===== config.mk =====
export PLATFORM = sky130hd
export DESIGN_NAME = ir_pulse_code_to_timing_words
export DESIGN_NICKNAME = d
export VERILOG_FILES = /design/src/design/irptw_pkg.sv /design/src/design/irptw_div.sv /design/src/design/irptw_ctrl.sv /design/src/design/irptw_dp.sv /design/src/design/ir_pulse_code_to_timing_words.sv
export SDC_FILE = /design/constraint.sdc
export NUM_CORES = 2
export LEC_CHECK = 0
export BUFFER_PORTS_ARGS = -buffer_cell sky130_fd_sc_hd__clkbuf_2
export CORE_ASPECT_RATIO = 0.75
export CORE_UTILIZATION = 40
export DETAILED_ROUTE_END_ITERATION = 8
export GPL_TIMING_DRIVEN = 0
export HOLD_SLACK_MARGIN = 0.03
export REMOVE_ABC_BUFFERS = 1
export SLEW_MARGIN = 10
export SYNTH_ARGS = -nofsm -noshare
export SYNTH_HDL_FRONTEND = slang
export SYNTH_SLANG_ARGS = --single-unit

===== constraint.sdc =====
create_clock -name i_clk -period 11.4 [get_ports i_clk]
set_input_delay 0 -clock i_clk [delete_from_list [all_inputs] [get_ports i_clk]]
set_output_delay 0 -clock i_clk [all_outputs]
set_load 0.02 [all_outputs]

===== src/design/irptw_pkg.sv =====
// shared types and constants for the ir pulse code to timing word converter
`default_nettype none

package irptw_pkg;

    // result kinds carried on the output tuser
    typedef enum logic [1:0] {
        KIND_CARRIER = 2'd0,
        KIND_TIMING  = 2'd1,
        KIND_TRAILER = 2'd2
    } t_kind;

    // trailer status codes
    typedef enum logic [1:0] {
        ST_OK           = 2'd0,
        ST_SHORT        = 2'd1,
        ST_ZERO_CARRIER = 2'd2,
        ST_CLIPPED      = 2'd3
    } t_stat;

    // which result the output register loads
    typedef enum logic [1:0] {
        SEL_CARRIER = 2'd0,
        SEL_FILL    = 2'd1,
        SEL_REM     = 2'd2,
        SEL_TRAIL   = 2'd3
    } t_out_sel;

    // commands from the controller to the datapath
    typedef struct packed {
        logic     capture;
        logic     div_start;
        logic     mul_first;
        logic     mul_second;
        logic     load_out;
        t_out_sel out_sel;
    } t_cmd;

    // status from the datapath to the controller
    typedef struct packed {
        logic is_carrier;
        logic is_time;
        logic is_on;
        logic last;
        logic carrier_zero;
        logic div_done;
        logic t_over;
        logic fill_more;
    } t_sts;

    localparam int unsigned WORD_W    = 16;
    localparam int unsigned PROD_W    = 32;
    localparam int unsigned TIME_W    = 30;
    localparam int unsigned SCALED_W  = PROD_W + 14;
    localparam int unsigned DIV_W     = 23;

    localparam logic [14:0]       SPAN        = 15'h7FFF;
    localparam logic [13:0]       TIME_SCALE  = 14'd15625;
    localparam logic [DIV_W-1:0]  CARRIER_NUM = 23'd4194304;
    localparam logic [WORD_W-1:0] IDX_CARRIER = 16'd1;
    localparam logic [WORD_W-1:0] IDX_FIRST_T = 16'd4;
    localparam logic [WORD_W-1:0] IDX_MIN_OK  = 16'd7;
    localparam logic [WORD_W-1:0] WORD_MAX    = 16'hFFFF;

endpackage

`default_nettype wire


===== src/design/irptw_div.sv =====
// restoring divider, one quotient bit per cycle, for the carrier code
`default_nettype none

module irptw_div (
    input  wire logic                         i_clk,
    input  wire logic                         i_rst_n,
    input  wire logic                         i_start,
    input  wire logic [irptw_pkg::DIV_W-1:0]  i_dividend,
    input  wire logic [irptw_pkg::DIV_W-1:0]  i_divisor,
    output logic      [irptw_pkg::WORD_W-1:0] o_quotient,
    output logic                              o_done
);
    import irptw_pkg::*;

    localparam int unsigned CNT_W = $clog2(DIV_W);

    logic [DIV_W-1:0] r_rem;
    logic [DIV_W-1:0] r_q;
    logic [DIV_W-1:0] r_dsr;
    logic [CNT_W-1:0] r_cnt;
    logic             r_busy;
    logic             r_done;
    logic [DIV_W:0]   rem_sh;
    logic [DIV_W:0]   diff;
    logic             ge;

    // trial subtract of the shifted partial remainder
    always_comb begin
        rem_sh = {r_rem, r_q[DIV_W-1]};
        diff   = rem_sh - {1'b0, r_dsr};
        ge     = rem_sh >= {1'b0, r_dsr};
    end

    // control: busy for one step per dividend bit
    always_ff @(posedge i_clk) begin
        if (!i_rst_n) begin
            r_busy <= 1'b0;
            r_done <= 1'b0;
            r_cnt  <= '0;
        end else if (i_start) begin
            r_busy <= 1'b1;
            r_done <= 1'b0;
            r_cnt  <= '0;
        end else if (r_busy) begin
            r_cnt <= r_cnt + CNT_W'(1);
            if (r_cnt == CNT_W'(DIV_W - 1)) begin
                r_busy <= 1'b0;
                r_done <= 1'b1;
            end
        end
    end

    // datapath: remainder and quotient shift register
    always_ff @(posedge i_clk) begin
        if (i_start) begin
            r_rem <= '0;
            r_q   <= i_dividend;
            r_dsr <= i_divisor;
        end else if (r_busy) begin
            r_rem <= ge ? diff[DIV_W-1:0] : rem_sh[DIV_W-1:0];
            r_q   <= {r_q[DIV_W-2:0], ge};
        end
    end

    assign o_quotient = r_q[WORD_W-1:0];
    assign o_done     = r_done;

endmodule

`default_nettype wire


===== src/design/irptw_ctrl.sv =====
// controller state machine: sequences decode, divide, multiply and result output
`default_nettype none

module irptw_ctrl (
    input  wire logic            i_clk,
    input  wire logic            i_rst_n,
    input  wire logic            i_s_tvalid,
    output logic                 o_s_tready,
    output logic                 o_m_tvalid,
    input  wire logic            i_m_tready,
    input  wire irptw_pkg::t_sts i_sts,
    output irptw_pkg::t_cmd      o_cmd
);
    import irptw_pkg::*;

    typedef enum logic [2:0] {
        S_IDLE,
        S_DECODE,
        S_DIV,
        S_CAR_OUT,
        S_MUL1,
        S_MUL2,
        S_EMIT,
        S_TRAIL
    } t_state;

    t_state r_state, n_state;
    logic   r_out_valid, n_out_valid;
    logic   out_free;
    t_cmd   cmd;

    // next state and commands
    always_comb begin
        n_state     = r_state;
        cmd         = '0;
        out_free    = !r_out_valid || i_m_tready;
        n_out_valid = r_out_valid && !i_m_tready;
        unique case (r_state)
            S_IDLE: begin
                if (i_s_tvalid) begin
                    cmd.capture = 1'b1;
                    n_state     = S_DECODE;
                end
            end
            S_DECODE: begin
                priority if (i_sts.is_carrier) begin
                    if (i_sts.carrier_zero) begin
                        n_state = S_CAR_OUT;
                    end else begin
                        cmd.div_start = 1'b1;
                        n_state       = S_DIV;
                    end
                end else if (i_sts.is_time && !(i_sts.is_on && i_sts.last)) begin
                    n_state = S_MUL1;
                end else if (i_sts.last) begin
                    n_state = S_TRAIL;
                end else begin
                    n_state = S_IDLE;
                end
            end
            S_DIV: begin
                if (i_sts.div_done) begin
                    n_state = S_CAR_OUT;
                end
            end
            S_CAR_OUT: begin
                if (out_free) begin
                    cmd.load_out = 1'b1;
                    cmd.out_sel  = SEL_CARRIER;
                    n_out_valid  = 1'b1;
                    n_state      = i_sts.last ? S_TRAIL : S_IDLE;
                end
            end
            S_MUL1: begin
                cmd.mul_first = 1'b1;
                n_state       = S_MUL2;
            end
            S_MUL2: begin
                cmd.mul_second = 1'b1;
                n_state        = S_EMIT;
            end
            S_EMIT: begin
                if (out_free) begin
                    cmd.load_out = 1'b1;
                    n_out_valid  = 1'b1;
                    if (i_sts.t_over && i_sts.fill_more) begin
                        cmd.out_sel = SEL_FILL;
                    end else begin
                        cmd.out_sel = SEL_REM;
                        n_state     = i_sts.last ? S_TRAIL : S_IDLE;
                    end
                end
            end
            S_TRAIL: begin
                if (out_free) begin
                    cmd.load_out = 1'b1;
                    cmd.out_sel  = SEL_TRAIL;
                    n_out_valid  = 1'b1;
                    n_state      = S_IDLE;
                end
            end
            default: begin
                n_state = S_IDLE;
            end
        endcase
    end

    // state and output valid
    always_ff @(posedge i_clk) begin
        if (!i_rst_n) begin
            r_state     <= S_IDLE;
            r_out_valid <= 1'b0;
        end else begin
            r_state     <= n_state;
            r_out_valid <= n_out_valid;
        end
    end

    assign o_s_tready = (r_state == S_IDLE);
    assign o_m_tvalid = r_out_valid;
    assign o_cmd      = cmd;

endmodule

`default_nettype wire


===== src/design/irptw_dp.sv =====
// datapath: code state, carrier divide, time multiply, filler split, output register
`default_nettype none

module irptw_dp #(
    parameter int unsigned MAX_FILLER = 62
) (
    input  wire logic                         i_clk,
    input  wire logic                         i_rst_n,
    input  wire logic [irptw_pkg::WORD_W-1:0] i_code_word,
    input  wire logic                         i_last_word,
    input  wire irptw_pkg::t_cmd              i_cmd,
    output irptw_pkg::t_sts                   o_sts,
    output logic      [irptw_pkg::WORD_W-1:0] o_out_word,
    output logic      [1:0]                   o_word_kind,
    output logic      [1:0]                   o_status,
    output logic                              o_last_result
);
    import irptw_pkg::*;

    localparam int unsigned FILL_W = $clog2(MAX_FILLER + 1);

    // code state
    logic [WORD_W-1:0] r_word_index;
    logic [WORD_W-1:0] r_carrier;
    logic [WORD_W-1:0] r_count;
    logic              r_clipped;
    // current item
    logic [WORD_W-1:0] r_word;
    logic [WORD_W-1:0] r_idx;
    logic              r_last;
    // time arithmetic
    logic [PROD_W-1:0] r_prod;
    logic [TIME_W-1:0] r_time;
    logic [FILL_W-1:0] r_fill;
    // output register
    logic [WORD_W-1:0] r_out_word;
    logic [1:0]        r_out_kind;
    logic [1:0]        r_out_status;
    logic              r_out_last;

    logic [DIV_W-1:0]    dividend;
    logic [DIV_W-1:0]    divisor;
    logic [WORD_W-1:0]   quotient;
    logic                div_done;
    logic [SCALED_W-1:0] scaled;
    logic                is_on;
    logic                t_over;
    logic [WORD_W-1:0]   count_inc;
    logic [14:0]         rem_val;
    t_stat               trail_st;

    // carrier code = (4194304 + 50 F) / (100 F)
    always_comb begin
        dividend = CARRIER_NUM + DIV_W'(r_carrier) * DIV_W'(50);
        divisor  = DIV_W'(r_carrier) * DIV_W'(100);
    end

    irptw_div u_div (
        .i_clk      (i_clk),
        .i_rst_n    (i_rst_n),
        .i_start    (i_cmd.div_start),
        .i_dividend (dividend),
        .i_divisor  (divisor),
        .o_quotient (quotient),
        .o_done     (div_done)
    );

    // derived values for the current item
    always_comb begin
        is_on     = !r_idx[0];
        t_over    = r_time > TIME_W'(SPAN);
        scaled    = SCALED_W'(r_prod) * SCALED_W'(TIME_SCALE);
        count_inc = (r_count == WORD_MAX) ? r_count : r_count + WORD_W'(1);
        rem_val   = t_over ? SPAN : r_time[14:0];
        priority if (r_idx < IDX_MIN_OK) begin
            trail_st = ST_SHORT;
        end else if (r_carrier == '0) begin
            trail_st = ST_ZERO_CARRIER;
        end else if (r_clipped) begin
            trail_st = ST_CLIPPED;
        end else begin
            trail_st = ST_OK;
        end
    end

    // status to the controller
    always_comb begin
        o_sts.is_carrier   = (r_idx == IDX_CARRIER);
        o_sts.is_time      = (r_idx >= IDX_FIRST_T) && (r_idx != WORD_MAX);
        o_sts.is_on        = is_on;
        o_sts.last         = r_last;
        o_sts.carrier_zero = (r_carrier == '0);
        o_sts.div_done     = div_done;
        o_sts.t_over       = t_over;
        o_sts.fill_more    = r_fill < FILL_W'(MAX_FILLER);
    end

    // code state: index, carrier, interval count, clip flag
    always_ff @(posedge i_clk) begin
        if (!i_rst_n) begin
            r_word_index <= '0;
            r_carrier    <= '0;
            r_count      <= '0;
            r_clipped    <= 1'b0;
        end else if (i_cmd.capture) begin
            if (r_word_index != WORD_MAX) begin
                r_word_index <= r_word_index + WORD_W'(1);
            end
            if (r_word_index == IDX_CARRIER) begin
                r_carrier <= i_code_word;
            end
        end else if (i_cmd.load_out) begin
            unique case (i_cmd.out_sel)
                SEL_CARRIER: ;
                SEL_FILL: begin
                    r_count <= count_inc;
                end
                SEL_REM: begin
                    r_count <= count_inc;
                    if (t_over) begin
                        r_clipped <= 1'b1;
                    end
                end
                SEL_TRAIL: begin
                    r_word_index <= '0;
                    r_carrier    <= '0;
                    r_count      <= '0;
                    r_clipped    <= 1'b0;
                end
                default: ;
            endcase
        end
    end

    // item capture and time arithmetic
    always_ff @(posedge i_clk) begin
        if (i_cmd.capture) begin
            r_word <= i_code_word;
            r_idx  <= r_word_index;
            r_last <= i_last_word;
        end
        if (i_cmd.mul_first) begin
            r_prod <= PROD_W'(r_word) * PROD_W'(r_carrier);
        end
        if (i_cmd.mul_second) begin
            r_time <= scaled[SCALED_W-1:16];
            r_fill <= '0;
        end else if (i_cmd.load_out && i_cmd.out_sel == SEL_FILL) begin
            r_time <= r_time - TIME_W'(SPAN);
            r_fill <= r_fill + FILL_W'(1);
        end
    end

    // output register
    always_ff @(posedge i_clk) begin
        if (i_cmd.load_out) begin
            unique case (i_cmd.out_sel)
                SEL_CARRIER: begin
                    r_out_word   <= (r_carrier == '0) ? '0 : quotient;
                    r_out_kind   <= KIND_CARRIER;
                    r_out_status <= ST_OK;
                    r_out_last   <= !r_last;
                end
                SEL_FILL: begin
                    r_out_word   <= {is_on, SPAN};
                    r_out_kind   <= KIND_TIMING;
                    r_out_status <= ST_OK;
                    r_out_last   <= 1'b0;
                end
                SEL_REM: begin
                    r_out_word   <= {is_on, rem_val};
                    r_out_kind   <= KIND_TIMING;
                    r_out_status <= ST_OK;
                    r_out_last   <= !r_last;
                end
                SEL_TRAIL: begin
                    r_out_word   <= r_count;
                    r_out_kind   <= KIND_TRAILER;
                    r_out_status <= trail_st;
                    r_out_last   <= 1'b1;
                end
                default: ;
            endcase
        end
    end

    assign o_out_word    = r_out_word;
    assign o_word_kind   = r_out_kind;
    assign o_status      = r_out_status;
    assign o_last_result = r_out_last;

endmodule

`default_nettype wire


===== src/design/ir_pulse_code_to_timing_words.sv =====
// top level: ir pulse code words in, carrier code, timing words and trailer out
// flow: an item giving no result is captured and decoded; a carrier word waits on the
//   23-step carrier divider; a burst count is multiplied twice, then emits its fillers and
//   remainder, one output register load per word; a last word adds the trailer.
// throughput: one item at a time; the next item is taken when the controller is idle.
// reset: synchronous active low, clears controller, output valid and the code state.
`default_nettype none

module ir_pulse_code_to_timing_words #(
    parameter int unsigned MAX_FILLER = 62
) (
    input  wire logic        i_clk,
    input  wire logic        i_rst_n,
    input  wire logic        i_s_tvalid,
    output logic             o_s_tready,
    input  wire logic [15:0] i_s_tdata,   // [15:0] code_word
    input  wire logic        i_s_tlast,   // last_word
    output logic             o_m_tvalid,
    input  wire logic        i_m_tready,
    output logic      [23:0] o_m_tdata,   // [15:0] out_word, [17:16] status, [23:18] zero
    output logic      [1:0]  o_m_tuser,   // [1:0] word_kind
    output logic             o_m_tlast    // last_result
);
    import irptw_pkg::*;

    t_cmd              cmd;
    t_sts              sts;
    logic [WORD_W-1:0] out_word;
    logic [1:0]        out_status;

    irptw_ctrl u_ctrl (
        .i_clk      (i_clk),
        .i_rst_n    (i_rst_n),
        .i_s_tvalid (i_s_tvalid),
        .o_s_tready (o_s_tready),
        .o_m_tvalid (o_m_tvalid),
        .i_m_tready (i_m_tready),
        .i_sts      (sts),
        .o_cmd      (cmd)
    );

    irptw_dp #(
        .MAX_FILLER (MAX_FILLER)
    ) u_dp (
        .i_clk         (i_clk),
        .i_rst_n       (i_rst_n),
        .i_code_word   (i_s_tdata),
        .i_last_word   (i_s_tlast),
        .i_cmd         (cmd),
        .o_sts         (sts),
        .o_out_word    (out_word),
        .o_word_kind   (o_m_tuser),
        .o_status      (out_status),
        .o_last_result (o_m_tlast)
    );

    assign o_m_tdata = {6'b0, out_status, out_word};

endmodule

`default_nettype wire


==> reports/summary.txt <==
PortBufs: 43
crit path time final: 7050 ps
Clk pin slew, worst setup/hold paths: 60 ps
DRC Markers: 0
Critical Path Start Type: flip-flop
setup TNS: 0 ps
pre-CTS WS: 4400 ps
overall routing resource usage: 18.2%
n_diodes: 0
post-CTS setup buffer count: 0
Seq/Total Area, Yosys: 23.4%
CP peak stage delay: 1040 ps
end of the worst register-to-register path: u_dp.r_prod[31]$_DFFE_PP_
CP endpoint kind: flip-flop
critical path's most frequent cell: fa_1
synthesized area: 0.0281 mm²
RSZ-0062 raised after global routing: no
most frequent cells in the layout: 527 x inv_1, 348 x ha_1, 340 x fa_1
Synth Register Bits: 249
initial core utilization: 40.8%
core area: 0.0691 mm²
Fill cells: 6691
placed insts: 3843
post-route cell area: 0.0305 mm²
worst-skew pair later-pin latency: 590 ps
critical path class: reg2reg
WHS Path Cells: 3
dominant synthesized flop cell: edfxtp_1
Via density: 5.01
initial antenna violation count: 0
Least-Margin Pin Slew: 1270 ps
Worst EP required: 11720 ps
area post-placement: 0.0293 mm²
final std cells w/o fill: 3914
syn avg cell area: 9.56 µm²
commonest non-fill, non-tap cell in the layout: inv_1
register area: 0.00659 mm²
Final Worst Setup Slack: 4350 ps
hold_sp: i_rst_n
average wire per standard cell: 16.1 µm
R2R depth: 20
maxcap violations: 0
GPL Wtd Cong: 0.812
Worst Hold Class: in2reg
Worst slew margin: 15.6%
initial DRC count: 1390
first-pass GRT wire length: 104000 µm
Arr. time, crit path: 7370 ps
share of cells above drive strength 1: 4.80%
CTS tree: done
# resized after CTS: 0
Final ANT Viol Nets: 0
Num CTS Buffers: 28
Top Ports: 50
clk buf depth: 3
Synth Instances: 2944
multi-input logic area: 0.0193 mm²
final period utilization: 61.8%
Synth Warn #: 0
Initial DRT Pass Iterations: 5
GRT overflow: 0
worst flop-to-flop path startpoint: u_dp.r_carrier[9]$_SDFFE_PN0P_
Final Hold Viols: 0
crit path max fanout: 20
row count: 83
endpoints failing setup: 0
slowest stage cell, crit path: dfxtp_1
status: finished, final reports clean
Clock Sinks: 249
asr flop ratio synth: 0%
reg-to-reg slack, setup: 4350 ps
die area: 0.0714 mm²
Fmax: 142 MHz
height of the die: 232 µm
EDFF count, synth: 160
synth unique cells: 77
HPWL after detailed placement: 49100 µm
DIE WIDTH: 308 µm
Slew Viols, Final: 0
vias in the first global route: 19.4k
CTS Root Cell: clkbuf_16
Hold Path End: u_ctrl.r_state[0]$_SDFFE_PN0P_
CP cell instances: nand2_1 -> fa_1 -> inv_1 -> fa_1 -> fa_1 -> fa_1 -> fa_1 -> inv_1 -> fa_1 -> inv_1 -> ha_1 -> a21oi_1 -> o21ai_0 -> a211oi_1 -> nor2_1 -> a2111oi_2 -> nor2_1 -> a41o_1 -> o31a_1 -> xnor2_1
Hold Buf Count CTS: 19
H-tree levels: 1
Vias: 19.6k
largest net degree at the start of global routing: 56
overall routed net length: 63100 µm
Area Overhead vs Synth: 8.50%
final net count: 3666
final clock skew: 26.5 ps
-- Yosys cell counts, drive strengths merged, types with 3 or more instances --
master | count | area [µm²]
mux2i | 20 | 200
o41ai | 3 | 52.6
nand2 | 304 | 1140
and2 | 140 | 876
mux2 | 4 | 45.0
or2 | 8 | 50.1
buf | 14 | 78.8
a211oi | 26 | 195
a21boi | 22 | 165
nor2b | 6 | 37.5
xor2 | 52 | 455
nor2 | 125 | 469
nor3 | 24 | 120
ha | 348 | 4350
a2111oi | 3 | 32.5
a31oi | 15 | 93.8
nor4 | 13 | 96.3
clkbuf | 75 | 283
and3 | 17 | 106
o211a | 3 | 30.0
nand2b | 13 | 81.3
o31ai | 8 | 60.1
o21a | 20 | 150
xnor2 | 92 | 806
a21o | 37 | 278
or3 | 19 | 119
fa | 340 | 6810
nand3 | 64 | 320
dfxtp | 89 | 1780
and4 | 3 | 26.3
o21bai | 11 | 82.6
nand4 | 26 | 163
o211ai | 12 | 95.1
o21ai | 111 | 563
inv | 528 | 1980
edfxtp | 160 | 4800
a21oi | 138 | 694
a311oi | 4 | 35.0
a31o | 17 | 149
a41o | 3 | 30.0
-- critical path: cells and delay by family, from the launching register on --
family / cells / cell delay [ps]
flip-flops: 1 / 1040
adder cells (fa/ha/maj): 7 / 3620
AO/OA/AOI/OAI: 6 / 1410
AND/OR/NAND/NOR: 3 / 430
XOR/XNOR: 1 / 130
buffers and inverters: 3 / 160
-- sequential cells by signal, indices dropped and copies added, names as in the netlist, 21 cells and up --
| signal | flops |
|---|---|
| u_dp.u_div.r_dsr | 21 |
| u_dp.r_prod | 32 |
| u_dp.u_div.r_q | 23 |
| u_dp.u_div.r_rem | 23 |
| u_dp.r_time | 30 |
-- worst max path at each step --
stage,depth (start not counted),startpoint,to
final,20,u_dp.r_carrier[9]$_SDFFE_PN0P_,u_dp.r_prod[31]$_DFFE_PP_
after global routing,20,u_dp.r_carrier[9]$_SDFFE_PN0P_,u_dp.r_prod[31]$_DFFE_PP_
after CTS,20,u_dp.r_carrier[9]$_SDFFE_PN0P_,u_dp.r_prod[31]$_DFFE_PP_
after detailed placement,20,u_dp.r_carrier[9]$_SDFFE_PN0P_,u_dp.r_prod[31]$_DFFE_PP_
after global placement,22,u_dp.r_carrier[9]$_SDFFE_PN0P_,u_dp.r_prod[31]$_DFFE_PP_
after floorplan,22,u_dp.r_carrier[9]$_SDFFE_PN0P_,u_dp.r_prod[31]$_DFFE_PP_
-- cells by family (layout without fill, tap and decap cells) --
logic type / after synthesis / count (layout) / share of synthesized area, %
flops: 249 / 249 / 23.4
mux: 24 / 24 / 0.871
buf+inv: 618 / 648 / 8.34
simple gates: 771 / 771 / 13.1
compound gates: 449 / 449 / 10.1
xor+xnor: 144 / 144 / 4.48
fa+ha+maj: 688 / 688 / 39.7
other cells: 1 / 6 / 0.0133
-- per-stage QoR --
step / hold slack (ps) / utilization, %
after floorplan: 98.9 / -
after global placement: 194 / 42.3
after detailed placement: 192 / 42.5
after CTS: 98.5 / 44.2
after global routing: 132 / 44.2
final: 105 / 44.2
-- layout make-up --
| cell class | instances | share of cell area (%) |
|---|---|---|
| clock buffers | 40 | 2.71 |
| clock inverters | 12 | 0.582 |
| inverters | 529 | 6.51 |
| multi-input cells | 2082 | 63.1 |
| flip-flops and latches | 249 | 21.6 |
| well taps | 935 | 3.83 |
| repair buffers | 67 | 1.69 |
-- per-layer routing --
layer	GRT usage [%]	routed length, µm	vias to the layer above	share of wire (%)
li1	-	-	9652	-
met5	0	0	-	0
met3	2.24	2880	54	4.6
met4	2.89	916	0	1.5
met2	26.6	26100	355	41
met1	28.8	33200	9557	53
Power is left out: the tool's default activity adds up to more than one toggle a clock period on the data nets, which glitch-free logic cannot reach.
